`config.mk`:
```
export PLATFORM = sky130hd
export DESIGN_NAME = serial_frame_deframer_log_record_unit
export DESIGN_NICKNAME = d
export VERILOG_FILES = /design/src/rtl/sfd_pkg.sv /design/src/rtl/sfd_ram.sv /design/src/rtl/serial_frame_deframer_log_record_unit.sv
export SDC_FILE = /design/constraint.sdc
export NUM_CORES = 2
export LEC_CHECK = 0
export BUFFER_PORTS_ARGS = -buffer_cell sky130_fd_sc_hd__buf_2
export CAP_MARGIN = 20
export CORE_ASPECT_RATIO = 1.4
export CORE_MARGIN = 1.5
export CORE_UTILIZATION = 57
export DETAILED_ROUTE_END_ITERATION = 8
export PLACE_DENSITY = 0.75
export SETUP_SLACK_MARGIN = 0.3
export SLEW_MARGIN = 20
export SYNTH_ARGS = -nofsm -noshare
export SYNTH_HDL_FRONTEND = slang
export SYNTH_SLANG_ARGS = --single-unit
```
`constraint.sdc`:
```
create_clock -name clk -period 3.7 [get_ports clk]
set_input_delay 0 -clock clk [delete_from_list [all_inputs] [get_ports clk]]
set_output_delay 0 -clock clk [all_outputs]
set_load 0.1 [all_outputs]
```
`src/rtl/sfd_pkg.sv`:
```
package sfd_pkg;

  localparam logic [7:0] START_BYTE     = 8'h99;
  localparam logic [7:0] FRAME_OVERHEAD = 8'd4;
  localparam logic [8:0] RECORD_HEADER  = 9'd7;
  // Header bytes plus the trailing record checksum.
  localparam logic [8:0] RECORD_EXTRA   = 9'd8;

  localparam logic [1:0] ST_OK      = 2'd0;
  localparam logic [1:0] ST_BAD_A   = 2'd1;
  localparam logic [1:0] ST_BAD_B   = 2'd2;
  localparam logic [1:0] ST_BAD_LEN = 2'd3;

  typedef struct packed {
    logic [7:0]  data_byte;
    logic [1:0]  source_port;
    logic [31:0] time_now;
  } in_t;

  typedef struct packed {
    logic [63:0] record_word;
    logic [3:0]  byte_count;
    logic        last_word;
    logic [1:0]  frame_status;
  } out_t;

endpackage

```
`src/rtl/sfd_ram.sv`:
```
module sfd_ram #(
  parameter int WIDTH = 8,
  parameter int DEPTH = 256
) (
  input  logic                     clk,
  input  logic                     we,
  input  logic [$clog2(DEPTH)-1:0] waddr,
  input  logic [WIDTH-1:0]         wdata,
  input  logic [$clog2(DEPTH)-1:0] raddr,
  output logic [WIDTH-1:0]         rdata
);

  logic [WIDTH-1:0] mem [DEPTH];

  always_ff @(posedge clk) begin
    if (we) begin
      mem[waddr] <= wdata;
    end
    rdata <= mem[raddr];
  end

endmodule

```
`src/rtl/serial_frame_deframer_log_record_unit.sv`:
```
// Serial frame deframer that turns checked frames into log records.
// Input channel (in_valid/in_ready/in_item): one received byte per request,
// with its source port and the current 100 us time. The parser hunts for
// 0x99, takes a length byte L (payload is L-4 bytes), stores the payload
// and checks two running sums (A += byte, B += A, both seeded with L).
// Output channel (out_valid/out_ready/out_item): a good frame becomes a
// record of L+4 bytes (0x99, payload length, source, time LE, payload,
// 8-bit sum of all bytes after 0x99), packed 8 bytes per word, last_word
// on the final one. A bad length or checksum gives one error word
// (byte_count 0, status code) instead.
// Throughput: one input byte per cycle while parsing, unless a held output
// word stalls a length or checksum byte. After checksum B the record is
// read back from the payload RAM one byte per cycle while the receiver
// takes words, with a RAM read bubble after each word; in_ready stays low.
// A waiting output word only blocks bytes that could produce a result
// (length and checksum bytes); a stalled receiver freezes record readout.
// Reset (rst, synchronous) returns the parser to hunting; the payload RAM
// is not cleared, as every entry is written by a frame before it is read.
module serial_frame_deframer_log_record_unit #(
  parameter int MAX_PAYLOAD = 256
) (
  input  logic          clk,
  input  logic          rst,
  input  logic          in_valid,
  output logic          in_ready,
  input  sfd_pkg::in_t  in_item,
  output logic          out_valid,
  input  logic          out_ready,
  output sfd_pkg::out_t out_item
);

  import sfd_pkg::*;

  localparam int         AW      = $clog2(MAX_PAYLOAD);
  localparam logic [8:0] MAX_LEN = 9'(MAX_PAYLOAD);

  typedef enum logic [2:0] {
    PH_WAIT,
    PH_LEN,
    PH_DATA,
    PH_SUMA,
    PH_SUMB,
    PH_EMIT
  } phase_t;

  phase_t      phase;
  logic [7:0]  expected_length;
  logic [7:0]  payload_index;
  logic [7:0]  sum_a;
  logic [7:0]  sum_b;
  logic [31:0] frame_time;
  logic [1:0]  frame_source;
  logic [7:0]  chk;          // record checksum, built while parsing

  // Record readout: r is the next byte to issue, pend is the byte in flight
  // through the RAM read stage, word_buf collects one output word.
  logic [8:0]  r;
  logic        pend;
  logic [8:0]  pend_idx;
  logic        pend_ram;
  logic [7:0]  pend_byte;
  logic [63:0] word_buf;
  logic        full;
  logic [3:0]  word_cnt;
  logic        word_last;

  logic        ram_we;
  logic [AW-1:0] ram_raddr;
  logic [7:0]  ram_rdata;

  logic        out_free;
  logic        in_acc;
  logic [7:0]  c;
  logic [7:0]  len8;
  logic [8:0]  len_ext;
  logic [8:0]  total;
  logic [8:0]  r_off;
  logic        pend_last;
  logic        move;
  logic        can_issue;
  logic [7:0]  land_byte;
  logic [7:0]  issue_byte;
  logic [7:0]  sum_a_next;
  logic [7:0]  sum_b_next;

  assign out_free = !out_valid || out_ready;
  // Waiting and payload bytes never produce a result, so they go on
  // even while an output word is held.
  assign in_ready = (phase != PH_EMIT) &&
                    (out_free || phase == PH_WAIT || phase == PH_DATA);
  assign in_acc   = in_valid && in_ready;
  assign c        = in_item.data_byte;
  assign len8     = c - FRAME_OVERHEAD;
  assign len_ext  = {1'b0, c} - {1'b0, FRAME_OVERHEAD};

  assign sum_a_next = sum_a + c;
  assign sum_b_next = sum_b + sum_a_next;

  assign total     = {1'b0, expected_length} + RECORD_EXTRA;
  assign r_off     = r - RECORD_HEADER;
  assign ram_raddr = r_off[AW-1:0];
  assign pend_last = pend && (pend_idx[2:0] == 3'd7 || pend_idx == total - 9'd1);
  assign move      = full && out_free;
  assign can_issue = (phase == PH_EMIT) && (r < total) && (!full || move) && !pend_last;
  assign land_byte = pend_ram ? ram_rdata : pend_byte;

  // Payload is written only while parsing and read only during readout,
  // so a write and a read of one entry never overlap.
  assign ram_we = in_acc && phase == PH_DATA;

  always_comb begin
    issue_byte = 8'h00;
    if (r == total - 9'd1) begin
      issue_byte = chk;
    end else begin
      unique case (r[2:0])
        3'd0:    issue_byte = START_BYTE;
        3'd1:    issue_byte = expected_length;
        3'd2:    issue_byte = {6'b0, frame_source};
        3'd3:    issue_byte = frame_time[7:0];
        3'd4:    issue_byte = frame_time[15:8];
        3'd5:    issue_byte = frame_time[23:16];
        3'd6:    issue_byte = frame_time[31:24];
        default: issue_byte = 8'h00;
      endcase
    end
  end

  sfd_ram #(
    .WIDTH (8),
    .DEPTH (MAX_PAYLOAD)
  ) u_payload (
    .clk   (clk),
    .we    (ram_we),
    .waddr (payload_index[AW-1:0]),
    .wdata (c),
    .raddr (ram_raddr),
    .rdata (ram_rdata)
  );

  always_ff @(posedge clk) begin
    if (rst) begin
      phase           <= PH_WAIT;
      expected_length <= '0;
      payload_index   <= '0;
      sum_a           <= '0;
      sum_b           <= '0;
      frame_time      <= '0;
      frame_source    <= '0;
      chk             <= '0;
      r               <= '0;
      pend            <= 1'b0;
      pend_idx        <= '0;
      pend_ram        <= 1'b0;
      pend_byte       <= '0;
      word_buf        <= '0;
      full            <= 1'b0;
      word_cnt        <= '0;
      word_last       <= 1'b0;
      out_valid       <= 1'b0;
      out_item        <= '0;
    end else begin
      if (out_valid && out_ready) begin
        out_valid <= 1'b0;
      end

      unique case (phase)
        PH_LEN: begin
          if (in_acc) begin
            if (c < FRAME_OVERHEAD || len_ext > MAX_LEN) begin
              out_valid <= 1'b1;
              out_item  <= '{record_word: '0, byte_count: '0, last_word: 1'b1,
                             frame_status: ST_BAD_LEN};
              phase     <= PH_WAIT;
            end else begin
              expected_length <= len8;
              sum_a           <= c;
              sum_b           <= c;
              payload_index   <= '0;
              chk             <= len8 + {6'b0, frame_source} + frame_time[7:0] +
                                 frame_time[15:8] + frame_time[23:16] + frame_time[31:24];
              phase           <= (len8 == 8'd0) ? PH_SUMA : PH_DATA;
            end
          end
        end
        PH_DATA: begin
          if (in_acc) begin
            sum_a         <= sum_a_next;
            sum_b         <= sum_b_next;
            chk           <= chk + c;
            payload_index <= payload_index + 8'd1;
            if ({1'b0, payload_index} + 9'd1 >= {1'b0, expected_length}) begin
              phase <= PH_SUMA;
            end
          end
        end
        PH_SUMA: begin
          if (in_acc) begin
            if (c != sum_a) begin
              out_valid <= 1'b1;
              out_item  <= '{record_word: '0, byte_count: '0, last_word: 1'b1,
                             frame_status: ST_BAD_A};
              phase     <= PH_WAIT;
            end else begin
              phase <= PH_SUMB;
            end
          end
        end
        PH_SUMB: begin
          if (in_acc) begin
            if (c != sum_b) begin
              out_valid <= 1'b1;
              out_item  <= '{record_word: '0, byte_count: '0, last_word: 1'b1,
                             frame_status: ST_BAD_B};
              phase     <= PH_WAIT;
            end else begin
              r        <= '0;
              pend     <= 1'b0;
              full     <= 1'b0;
              word_buf <= '0;
              phase    <= PH_EMIT;
            end
          end
        end
        PH_EMIT: begin
          // Hand a finished word to the output register.
          if (move) begin
            out_valid <= 1'b1;
            out_item  <= '{record_word: word_buf, byte_count: word_cnt,
                           last_word: word_last, frame_status: ST_OK};
            word_buf  <= '0;
            full      <= 1'b0;
          end
          // Land the byte that left the RAM stage.
          if (pend) begin
            word_buf[pend_idx[2:0]*8 +: 8] <= land_byte;
            word_cnt  <= {1'b0, pend_idx[2:0]} + 4'd1;
            word_last <= (pend_idx == total - 9'd1);
            if (pend_last) begin
              full <= 1'b1;
            end
          end
          // Issue the next byte.
          pend <= can_issue;
          if (can_issue) begin
            pend_idx  <= r;
            pend_ram  <= (r >= RECORD_HEADER) && (r != total - 9'd1);
            pend_byte <= issue_byte;
            r         <= r + 9'd1;
          end
          if (r == total && !pend && !full) begin
            phase <= PH_WAIT;
          end
        end
        default: begin
          phase <= PH_WAIT;
          if (in_acc && c == START_BYTE) begin
            frame_time   <= in_item.time_now;
            frame_source <= in_item.source_port;
            phase        <= PH_LEN;
          end
        end
      endcase
    end
  end

`ifndef SYNTHESIS
  // A full word buffer never has a byte in flight behind it.
  assert property (@(posedge clk) disable iff (rst) full |-> !pend)
    else $error("readout byte in flight while word buffer full");

  // Readout never runs past the end of the record.
  assert property (@(posedge clk) disable iff (rst) pend |-> (pend_idx < total))
    else $error("readout index beyond record length");

  // An error word is always a single, empty, final word.
  assert property (@(posedge clk) disable iff (rst)
    (out_valid && out_item.frame_status != ST_OK) |->
      (out_item.byte_count == 4'd0 && out_item.last_word && out_item.record_word == '0))
    else $error("malformed error word");

  // No new request is taken while a record is being read out.
  assert property (@(posedge clk) disable iff (rst)
    (phase == PH_EMIT && !(r == total && !pend && !full)) |=> !in_ready)
    else $error("input taken during record readout");
`endif

endmodule
```
### After elaboration in Yosys (flattened, before gate mapping)

Memories as Yosys holds them, arrays and structs flattened. A register that Yosys moved wholly into a read port is not among the register bits.
Cells that the tools add are included.

| word-level totals | value |
|---|---|
| memories | 1 |
| logic and storage cells | 189 |
| memory bits (writable) | 2048 |
| output and inout bits | 73 |
| input bits | 46 |
| register bits | 247 |

| operators by class | value |
|---|---|
| shift-type cells | 2 |
| bitwise operators | 2 |
| equal/unequal tests | 33 |
| add/sub/neg operators | 18 |
| multiplexer cells | 67 |
| magnitude comparators | 5 |
| reductions and logical operators | 39 |

Memory list:

| name | words | bits a word | read ports | clocked after Yosys merged registers in | write ports | line | text |
|---|---|---|---|---|---|---|---|
| u_payload.mem | 256 | 8 | 1 | 1 | 1 | sfd_ram.sv:13 | `logic [WIDTH-1:0] mem [DEPTH];` |

Operators with widths:

| operator | number |
|---|---|
| two-way mux 71 bit | 7 |
| two-way mux 64 bit | 6 |
| case mux 71 bit (4 select lines) | 1 |
| case mux 64 bit (2 select lines) | 1 |
| two-way mux 8 bit | 12 |
| bitwise mux 64 bit | 1 |
| case mux 8 bit (2 select lines) | 4 |
| variable shift 8 x 34 -> 64 bit (first input constant) | 1 |
| variable part select 8 x 34 -> 64 bit | 1 |
| adder 8 bit | 7 |
| case mux 8 bit (7 select lines) | 1 |
| negation 6 -> 34 bit | 1 |
| equality test 9 bit | 3 |
| two-way mux 9 bit | 3 |
| two-way mux 3 bit | 8 |
| != test 2 bit (second input constant) | 11 |
| equality test 3 bit (second input constant) | 6 |
| case mux 9 bit (2 select lines) | 1 |
| two-way mux 1 bit | 17 |
| != test 8 bit | 2 |
| subtractor 8 x 3 -> 8 bit (second input constant) | 2 |
| case mux 3 bit (5 select lines) | 1 |
| logical AND 1 bit | 13 |
| equality test 3 x 2 -> 1 bit (second input constant) | 4 |
| other kinds (34) | 52 |

### Longest topological paths before layout

| depth | value |
|---|---|
| depth in word-level cells | 9 |
| mapped depth | 16 |
| gate-level depth less buffers | 16 |

### Modules after synthesis

From an unflattened synthesis, not the netlist that was laid out.

| unflattened totals | value |
|---|---|
| cells, all modules | 5354 |
| area total of the unflattened synthesis | 92717.7 µm² |

By module, submodules not included:

| module | times used | sequential area each (µm²) | cells each | area an instance (µm²) |
|---|---|---|---|---|
| sfd_ram | 1 | 61659.1 | 3733 | 79556.3 |
| serial_frame_deframer_log_record_unit | 1 | 4944.7 | 1621 | 13161.4 |

### Worst setup path before layout

OpenSTA, ideal clock, no wires.

| path | value |
|---|---|
| path type | reg-to-reg |
| start | register frame_time[1] |
| end | register chk[7] |
| period minus slack after synthesis | 3.568 ns |
| arrival time | 3.481 ns |
| library setup time | 0.087 ns |
| required time | 3.613 ns |
| slack | 0.132 ns |
| buffers on the path | 0 |
| stages on the path, launching flop included | 17 |
| cell sequence | dfxtp_1 -> inv_1 -> fa_1 -> inv_1 -> fa_1 -> inv_1 -> fa_1 -> inv_1 -> ha_1 -> a21o_1 -> a21oi_1 -> nor2b_1 -> o21a_1 -> o41ai_1 -> xnor2_1 -> a21oi_1 -> o31ai_1 |

| between the ends | value |
|---|---|
| word-level cells in the longest chain between the ends | 7 |

Ends and longest elaborated chain:

| item | line | text |
|---|---|---|
| from (decl) | serial_frame_deframer_log_record_unit.sv:51 | `logic [31:0] frame_time;` |
| from (signal assigned) | serial_frame_deframer_log_record_unit.sv:258 | `frame_time <= in_item.time_now;` |
| adder 8 bit (2 in a row) | serial_frame_deframer_log_record_unit.sv:180 | `chk <= len8 + {6'b0, frame_source} + frame_time[7:0] +` |
| adder 8 bit (2 in a row) | serial_frame_deframer_log_record_unit.sv:181 | `frame_time[15:8] + frame_time[23:16] + frame_time[31:24];` |
| two-way mux 8 bit | serial_frame_deframer_log_record_unit.sv:170 | `if (c < FRAME_OVERHEAD \|\| len_ext > MAX_LEN) begin` |
| two-way mux 8 bit | serial_frame_deframer_log_record_unit.sv:169 | `if (in_acc) begin` |
| case mux 8 bit (2 select lines) | serial_frame_deframer_log_record_unit.sv:167 | `unique case (phase)` |
| to (signal assigned) | serial_frame_deframer_log_record_unit.sv:180 |  |
| to (signal assigned) | serial_frame_deframer_log_record_unit.sv:190 | `chk <= chk + c;` |
| to (decl) | serial_frame_deframer_log_record_unit.sv:53 | `logic [7:0] chk;` |

Every way passes these cells. The select of a mux whose other input is x is not followed.
A chain may end at the register's enable or synchronous reset.

### Worst setup path after layout

Ends and elaborated chain as after synthesis.

==> reports/qor.txt <==
Critical Path Source Type = flip-flop
Drt total wl = 230.3 mm
Failing checks = DRC
RD Place Congestion = 0.9334
Core area = 0.1607 mm2
Die Span Y = 479.0 um
Crit path DAT = 4.36 ns
Vias in the first global route = 49850
Final instance area = 0.1052 mm2
Post-synth EDFFs = 2048
Global-route usage over all layers = 28.02%
P_leak = 33.67 nW
Worst hold stages = 2
Post-synth ARST share = 0%
#FFs+latches synth = 2303
WL/cell = 30.12 um
CP Cell Sequence = inv_2 -> fa_1 -> inv_1 -> fa_1 -> inv_1 -> fa_1 -> inv_1 -> ha_1 -> a21o_1 -> a21oi_2 -> nor2b_1 -> o21a_1 -> o41ai_2 -> xnor2_1 -> a21oi_1 -> o31ai_1
GR Overflow Total = 0
Worst Path Buf+Inv = 4
CTS sink count = 2303
DRT Pass-1 Iters = 9
Rows = 174
Initial antenna violation count = 5
DP Area = 0.09758 mm2
DRC = 46
Via count = 49470
Tmin final = 3.614 ns
Hold endpoint = u_payload.mem[217][6]$_DFFE_PP_
Final net count = 5510
CTS clk-pin slew, worst paths = 0.06 ns
Family with the most delay on the worst path = adder cells
Total CTS buffers = 196
Unique masters post-synth = 73
Vias per inst = 6.471
Status = complete, but fails checks
1st-iter DRT viols = 5956
DP Cell Count = 7181
Area leader, netlist = edfxtp_1
Netlist Area Pre-Place = 0.09225 mm2
Die area = 0.1643 mm2
Non-Filler Instances = 7645
Worst Setup End Kind = flip-flop
Final Hold Vio Count = 0
Clock Tree Root = clkbuf_16
Slew @ Worst Pin = 1.115 ns
Initial Util = 57.42%
Post-synth top area share = 66.66%
Reg-to-reg startpoint = frame_time[1]$_SDFFE_PP0P_
HP Start = in_item[40]
Seq/Total Area, Yosys = 72.20%
Main flop type after synthesis = edfxtp_1
Worst Path Required = 4.45 ns
R2R Setup Slk = 0.09 ns
Share of cells above drive strength 1 = 27.52%
CTS tree = done
Cell count after synthesis = 4891
Post-route ant nets = 0
Io pins = 119
Post-DP HPWL = 140.0 mm
Global-route wire length before repair = 333.4 mm
Slowest CP cell = fa_1
Port Buffer Count = 118
Layout area overhead = 14.08%
Final setup fails = 0
Worst R2R End = chk[7]$_SDFFE_PP0P_
Ys Warns = 0
Longest Clk Path Bufs = 3
Largest net degree at the start of global routing = 198
Synth top area cells = edfxtp_1 67%, mux4_2 16%, dfxtp_1 5.5%
Most frequent cells after synthesis = 2048 x edfxtp_1, 640 x mux4_2, 466 x nor2_1
PwrDens = 471.3 mW/mm2
Hold crit path type = in2reg
Slew HR = 25.64%
CTS H-tree depth = 4
Clock skew = 0.02840 ns
Max-cap violations = 0
Reg2Reg Depth = 16
RSZ-0062 raised after global routing = yes
Die Wd = 343.0 um
Slowest stage delay, CP = 0.50 ns
Clock Latency Late Sink = 0.84 ns
Fmax = 0.2767 GHz
Syn Nets = 5030
Worst Path Class, Setup = reg2reg
Final Cycle Share = 97.68%
Fin. max-slew vios = 0
Post-Syn Area per Cell = 18.86 um2
Most frequent cell after synthesis = edfxtp_1
Crit path max fanout = 2
IR drop worst, VDD = 362.4 uV
timing repair:
action,in CTS,in global routing
setup buffers,5,14
gates resized for setup,13,38
hold buffers,79,0
hold endpoints to repair,661,0
setup endpoints to repair,10,29
pin swaps,9,16
cloned,1,5
cell families after synthesis:
| kind of cell | after synthesis | synth area share (%) |
|---|---|---|
| adders and majority gates | 93 | 1.465 |
| DFF | 2303 | 72.20 |
| and+or+nand+nor | 886 | 4.108 |
| muxes | 763 | 17.01 |
| AOI/OAI and AO/OA | 387 | 2.714 |
| buffers and inverters | 381 | 1.744 |
| xor gates and xnor gates | 78 | 0.7568 |
per-layer routing:
metal / vias to the layer above / routed length, um / GRT usage [%] / share of wire, %
li1: 20550 / - / - / -
met1: 25860 / 82950 / 35.85 / 36
met2: 2602 / 119100 / 47.81 / 52
met3: 462 / 18380 / 4.631 / 8.0
met4: 0 / 9837 / 11.59 / 4.3
met5: - / 0 / 0 / 0
sequential cells by signal (all words and copies together) (netlist names), 2 cells and up:
name	cells
pend_idx	9
u_payload.mem	2048
sum_b	8
r	9
pend_byte	8
chk	8
phase	3
payload_index	8
u_payload.rdata	8
word_buf	64
frame_time	32
frame_source	2
expected_length	8
out_item	71
word_cnt	4
sum_a	8
worst max path at each step:
stage,start,to,cells after the start
finish,frame_time[1]$_SDFFE_PP0P_,chk[7]$_SDFFE_PP0P_,16
global route,frame_time[1]$_SDFFE_PP0P_,chk[7]$_SDFFE_PP0P_,16
CTS,frame_time[1]$_SDFFE_PP0P_,chk[7]$_SDFFE_PP0P_,16
detailed placement,frame_time[1]$_SDFFE_PP0P_,chk[7]$_SDFFE_PP0P_,16
global placement,frame_time[1]$_SDFFE_PP0P_,chk[7]$_SDFFE_PP0P_,16
floorplan,frame_time[1]$_SDFFE_PP0P_,chk[7]$_SDFFE_PP0P_,16
worst register-to-register path: stages, from the launching register on:
cell and delay [ns]:
dfxtp_2 0.34, inv_2 0.04, fa_1 0.50, inv_1 0.05
fa_1 0.47, inv_1 0.05, fa_1 0.50, inv_1 0.05
ha_1 0.27, a21o_1 0.17, a21oi_2 0.15, nor2b_1 0.06
o21a_1 0.20, o41ai_2 0.24, xnor2_1 0.16, a21oi_1 0.09
o31ai_1 0.18
placed cells by master (no fill, tap or decap), types with 12 or more instances in the layout:
cell type	Yosys	final
nand3_1	110	107
clkinv_2	0	31
fa_1	25	24
nor3_1	29	27
buf_12	0	35
dfxtp_1	255	246
nor2_1	466	466
mux4_2	640	640
a211oi_1	22	22
clkbuf_16	0	207
buf_4	13	322
clkbuf_1	180	40
nor2b_1	17	17
inv_1	86	83
xor2_1	18	17
bufinv_16	0	19
dlygate4sd3_1	0	79
o21ai_0	36	35
mux2i_1	83	79
nand2_1	189	184
xnor2_1	58	55
ha_1	68	63
and3_1	20	20
mux2_2	40	39
a22oi_1	61	61
edfxtp_1	2048	2048
buf_2	68	109
clkinv_1	0	38
o21ai_1	14	12
a21oi_1	146	140
cell type report:
type | instances | area (um2)
multi-input cells | 2207 | 24280
inverters | 88 | 334.1
clock inverters | 111 | 1106
diodes | 3 | 7.507
clock buffers | 246 | 5243
fillers | 10210 | 55430
repair buffers | 575 | 5001
flip-flops and latches | 2303 | 66620
well taps | 2112 | 2643
report_power, final:
part | switching, mW | internal [mW]
Clock | 9.24 | 11.4
Sequential | 0.00188 | 28.3
Combinational | 0.561 | 0.157
through the flow:
step	util (%)	setup WS (ns)	TNS (ns)	total power [mW]	hold WS [ns]
2_1_floorplan	-	0.2354	0	28.95	0.09561
6_report	65.50	0.08590	0	49.60	0.1372
3_3_place_gp	60.73	-0.003397	-0.003397	29.42	0.2333
4_1_cts	65.25	0.07693	0	49.82	0.07537
3_5_place_dp	60.73	0.02131	0	29.46	0.2363
5_1_grt	65.50	-0.08571	-0.08571	50.79	0.08494
(Power assumes the default switching activity.)
